## src/hw/rtl/cst_pkg.sv

```systemverilog
package cst_pkg;

	// Result codes
	typedef enum logic [1:0] {
		ST_UPDATED      = 2'd0,
		ST_OUT_OF_ORDER = 2'd1,
		ST_INSERTED     = 2'd2,
		ST_TABLE_FULL   = 2'd3
	} status_t;

	localparam logic [15:0] EXPIRY_RESET = 16'd120;

	// Lookup word that walks the cell row
	typedef struct packed {
		logic        valid;
		logic [31:0] addr;
		logic [15:0] port;
		logic [31:0] seq;
		logic [31:0] now;
		logic        found;
		status_t     status;
		logic [31:0] reported;
		logic        free_found;
	} tok_t;

	// Insert command broadcast to every cell
	typedef struct packed {
		logic        en;
		logic [31:0] addr;
		logic [15:0] port;
		logic [31:0] seq;
		logic [31:0] now;
	} ins_t;

endpackage

```

## src/hw/rtl/cst_cell.sv

```systemverilog
module cst_cell #(
	parameter int CELL_INDEX = 0,
	parameter int IDX_W = 4
) (
	input  logic                clk,
	input  logic                arst_n,
	input  logic [15:0]         expiry,
	input  cst_pkg::tok_t       prev_tok,
	input  logic [IDX_W-1:0]    prev_idx,
	output cst_pkg::tok_t       next_tok,
	output logic [IDX_W-1:0]    next_idx,
	input  cst_pkg::ins_t       ins,
	input  logic [IDX_W-1:0]    ins_idx
);

	logic        valid_q;
	logic [31:0] addr_q;
	logic [15:0] port_q;
	logic [31:0] seq_q;
	logic [31:0] time_q;

	logic [31:0]   age;
	logic          stale;
	logic          hit;
	logic          ooo;
	logic          ins_here;
	cst_pkg::tok_t tok_nx;
	logic [IDX_W-1:0] idx_nx;

	// Examine the entry against the passing word
	always_comb begin
		age      = prev_tok.now - time_q;
		stale    = (age >= {16'd0, expiry});
		hit      = valid_q && (addr_q == prev_tok.addr) && (port_q == prev_tok.port);
		ooo      = hit && !stale && ($signed(seq_q) > $signed(prev_tok.seq));
		ins_here = ins.en && (ins_idx == IDX_W'(CELL_INDEX));
		tok_nx   = prev_tok;
		idx_nx   = prev_idx;
		if (hit) begin
			tok_nx.found = 1'b1;
			if (ooo) begin
				tok_nx.status   = cst_pkg::ST_OUT_OF_ORDER;
				tok_nx.reported = seq_q;
			end else begin
				tok_nx.status   = cst_pkg::ST_UPDATED;
				tok_nx.reported = prev_tok.seq;
			end
		end
		// Remember the first free slot seen
		if (!valid_q && !prev_tok.free_found) begin
			tok_nx.free_found = 1'b1;
			idx_nx            = IDX_W'(CELL_INDEX);
		end
	end

	// Hand the word to the next cell
	always_ff @(posedge clk or negedge arst_n) begin
		if (!arst_n) begin
			next_tok <= '0;
			next_idx <= '0;
		end else begin
			next_tok <= tok_nx;
			next_idx <= idx_nx;
		end
	end

	// Occupancy
	always_ff @(posedge clk or negedge arst_n) begin
		if (!arst_n) begin
			valid_q <= 1'b0;
		end else if (ins_here) begin
			valid_q <= 1'b1;
		end
	end

	// Entry contents: insert, update on a hit that is not out of order, refresh a stale entry on a miss
	always_ff @(posedge clk) begin
		if (ins_here) begin
			addr_q <= ins.addr;
			port_q <= ins.port;
			seq_q  <= ins.seq;
			time_q <= ins.now;
		end else if (prev_tok.valid && valid_q) begin
			if (hit && !ooo) begin
				time_q <= prev_tok.now;
				seq_q  <= prev_tok.seq;
			end else if (!hit && stale) begin
				time_q <= prev_tok.now;
				seq_q  <= 32'd0;
			end
		end
	end

endmodule

```

## config.mk

```make
export PLATFORM = sky130hd
export DESIGN_NAME = cst_cell
export DESIGN_NICKNAME = d
export VERILOG_FILES = /design/src/hw/rtl/cst_pkg.sv /design/src/hw/rtl/cst_cell.sv
export SDC_FILE = /design/constraint.sdc
export NUM_CORES = 1
export LEC_CHECK = 0
export BUFFER_PORTS_ARGS = -buffer_cell sky130_fd_sc_hd__buf_2
export CORE_AREA = 3 3 170 172
export CTS_CLUSTER_SIZE = 14
export DETAILED_ROUTE_END_ITERATION = 10
export DIE_AREA = 0 0 173 175
export GPL_ROUTABILITY_DRIVEN = 0
export MAX_ROUTING_LAYER = met4
export PLACE_DENSITY_LB_ADDON = 0.3
export SLEW_MARGIN = 20
export SYNTH_ARGS = -nofsm -noshare
export SYNTH_HDL_FRONTEND = slang
export SYNTH_SLANG_ARGS = --single-unit
```

## constraint.sdc

```tcl
create_clock -name clk -period 12 [get_ports clk]
set_clock_uncertainty 0.15 [all_clocks]
set_input_delay 0.6 -clock clk [delete_from_list [all_inputs] [get_ports clk]]
set_output_delay 0.6 -clock clk [all_outputs]
set_load 0.005 [all_outputs]
```

==> impl_results.md <==
* Outcome: complete, no violations
* Share of cells above drive strength 1 at between 30% and 40%
* Mapped Nets at 1631
* Clock transition at path regs at 0.06 ns
* Per-cell routed wire length at slightly below 20 µm
* Routed Antenna Nets at 0
* Power density normalized to cell area at about 140 mW/mm²
* Total setup buffers inserted after CTS at 0
* Count of buffer and inverter cells on the critical path at 4
* DR DRC count at 0
* Reported max-cap violation count at 0
* Largest area contributor in the synthesized netlist: sky130_fd_sc_hd__dfrtp_1
* Buffers on Ports at 440
* Pleak at a little under 8 nW
* Floorplan Core Area at 0.0276 mm²
* Sequential cell area at 0.00722 mm²
* Peak fanout along the critical path at 42
* RSZ-0062 raised after global routing: false
* Final worst-path cycle share at 45.4%
* Buffer depth of the longest clock path at 3
* Number of buffers added by the clock tree synthesis step at 29
* Count of synthesis-stage warnings from yosys at 0
* Total detailed-routing wirelength at 41.6 mm
* Post-cts gate resize count at 0
* Die area at ~0.030 mm²
* Top area cells in the synthesized netlist: sky130_fd_sc_hd__dfrtp_1, sky130_fd_sc_hd__edfxtp_1, sky130_fd_sc_hd__ha_1, sky130_fd_sc_hd__nand2_1, sky130_fd_sc_hd__nand4_1
* WP data required at about 12 ns
* Number of synthesized flops with an enable pin at roughly 110
* Site Rows at a little over 60
* Slew @ Worst Pin at 0.863 ns
* Number of top-level pins at about 440
* Worst reg-to-reg setup slack at 6.78 ns
* Fraction of synthesis flops using an asynchronous set or reset pin at roughly 58%
* Arrival time at the worst endpoint at between 5 and 6 ns
* Number of setup violations in the final report at 0
* First-pass GRT wire length at around 65 mm
* Max_slew headroom at a little over two fifths
* Via Count at roughly 12k
* Distinct cells, synth at 66
* Final hold viol count at 0
* FF+latch count, synth at 266
* Cell Area, Synth at about 0.013 mm²
* Via count normalized by instance count at ~5.6
* Startpoint kind of the worst setup timing path: input port
* Hpwl dp at between 30 and 40 mm
* Final critical path time including I/O delays and setup at 5.45 ns
* Number of fill cells at between 2k and 2.5k
* Layout overhead on the synthesized area at 27.3%
* Deepest level of the CTS H-tree at 1
* Fraction of synthesized cell area taken by the top area cell type at 28.8%
* CTS tree: done
* Max frequency at 0.184 GHz
* Cell count after synthesis at 1263
* Maximum cell stage delay along the critical path at about 0.53 ns
* Setup tns final at 0 ns
* Worst hold-check slack at 0.0256 ns
* Pin count of the biggest net entering global routing at ~90
* Peak supply drop at approximately 0.00013 V
* Overall Global Routing Usage at between 20% and 30%
* Startpoint-to-endpoint class of the critical path: in2reg
* Clock network latency to the later pin of the worst-skew pair at about 0.56 ns
* Path category of the worst min-delay check: in2reg
* Total area of multi-input combinational cells at roughly 0.0056 mm²
* # nets final at around 2k
* CP Cell Sequence: dlygate4sd3_1, buf_2, inv_1, ha_1, fa_1, nand2b_1, a21oi_1, o21a_1, nor2_1, nor2b_1, nor2_1, xnor2_1, ha_1, nand4_1, o21ba_2, nor3_1, nand3_1, a211o_1, nand4bb_1, nor4_1, o21ai_4, buf_4
* Die Y at ~180 µm
* Root Buffer Master: sky130_fd_sc_hd__clkbuf_16
* Top_reg_cell synth: sky130_fd_sc_hd__dfrtp_1
* Detailed Route Iter0 Violations at ~1.1k
* Detailed Routing Iterations Pass 1 at 5
* Avg Synthesized Cell Area at between 10 and 15 µm²
* Antenna violations before repair at 4
* Share of the yosys chip area belonging to registers at ~54%
* Delay-heaviest family, CP: simple AND/OR/NAND/NOR gates
* Width of the chip at between 150 and 200 µm
* Total congestion overflow after global routing at 0
* CP max stage cell: sky130_fd_sc_hd__dlygate4sd3_1
* Slew Viols, Final at 0
* Type of destination of the critical path: flop
* Clock Sinks at roughly 270
* Number of global-route vias before repair at 11.6k
* Starting Density at between 40 and 50%
* Share of the core filled with cells at roughly three fifths
path summary, 6_finish.rpt:
| kind | startpoint | end | depth (start not counted) |
|---|---|---|---|
| hold / removal | prev_tok[148] | next_tok[148] | 1 |
| setup / recovery | prev_tok[36] | seq_q[17] | 22 |
| hold reg to reg | valid_q | next_tok[0] | 1 |
| min in group asynchronous | arst_n | next_tok[84] | 2 |
| max in group asynchronous | arst_n | next_tok[107] | 3 |
| setup reg to reg | time_q[8] | seq_q[17] | 17 |
per-stage QoR:
stage,std cells,cell area [µm²],total power (W),worst slack [ns]
after floorplan,1263,13400,0.00130,3.64
after global placement,2026,15900,0.00147,6.60
after detailed placement,2026,15900,0.00148,6.42
after CTS,2094,17000,0.00237,6.60
after global routing,2098,17000,0.00247,6.17
final,2098,17000,0.00236,6.55
where the power goes:
part,switching (W),leakage (nW),internal (W)
Sequential,0.0000183,2.85,0.00101
Combinational,0.000278,4.42,0.000172
Clock,0.000371,0.489,0.000513
worst reg2reg max path: cells and delay by family, from the launching register on:
kind	cells	cell delay, ns
flops	1	0.32
buf+inv	2	0.46
fa+ha+maj	2	0.60
simple gates	6	1.20
compound gates	6	1.95
xor+xnor	1	0.19
cells by family (layout without fill, tap and decap cells):
kind of cell | after synthesis | after routing | synth area share, %
AND/OR/NAND/NOR | 421 | 421 | 15.4
flip-flops | 266 | 266 | 53.9
AO/OA/AOI/OAI | 265 | 265 | 13.7
XOR/XNOR | 69 | 69 | 4.52
buffers and inverters | 161 | 614 | 4.76
adder cells (fa/ha/maj) | 80 | 80 | 7.54
other | 0 | 4 | 0
multiplexers | 1 | 1 | 0.0842
sequential cells by signal, indices dropped and copies added (netlist names):
name / flops
addr_q: 32
seq_q: 32
next_tok: 149
next_idx: 4
time_q: 32
port_q: 16
valid_q: 1
layout make-up:
type / count / share of cell area [%]
clock buffer: 41 / 5.13
clock inverter: 13 / 0.544
multi-input combinational: 836 / 32.7
tap: 378 / 2.78
sequential: 266 / 42.4
timing repair buffer: 467 / 14.4
antenna: 4 / 0.0588
inverter: 93 / 2.06
timing repair:
| item | CTS | global route |
|---|---|---|
| setup endpoints to repair | 0 | 0 |
| endpoints found under the hold margin | 59 | 0 |
| hold buffers | 14 | 0 |
layout by cell type, fill, tap and decap left out, drive strengths merged, types with 16 or more instances in the layout:
master / synthesis / final
buf: 13 / 453
nand2: 174 / 174
dfrtp: 154 / 154
edfxtp: 112 / 112
inv: 93 / 97
ha: 79 / 79
nor2: 70 / 70
nand4: 56 / 56
a21oi: 48 / 48
clkbuf: 55 / 41
xor2: 38 / 38
o31ai: 37 / 37
or4: 36 / 36
a31oi: 35 / 35
o21ai: 34 / 34
o41ai: 33 / 33
xnor2: 31 / 31
a21o: 16 / 16
metal layers:
metal	vias to the layer above	share of wire [%]	track usage [%]	routed length (µm)
li1	5485	-	-	-
met4	0	2.3	6.99	952
met3	69	6.7	3.37	2780
met1	5645	40	34.7	16700
met5	-	0	-	0
met2	535	51	47.2	21200
cell usage after synthesis (all sizes together), types with 36 or more instances:
library cell,n
a21oi,48
ha,79
xor2,38
edfxtp,112
o31ai,37
dfrtp,154
nand2,174
nor2,70
or4,36
clkbuf,55
inv,93
nand4,56
Note: power is estimated with default switching activity, not from simulation.
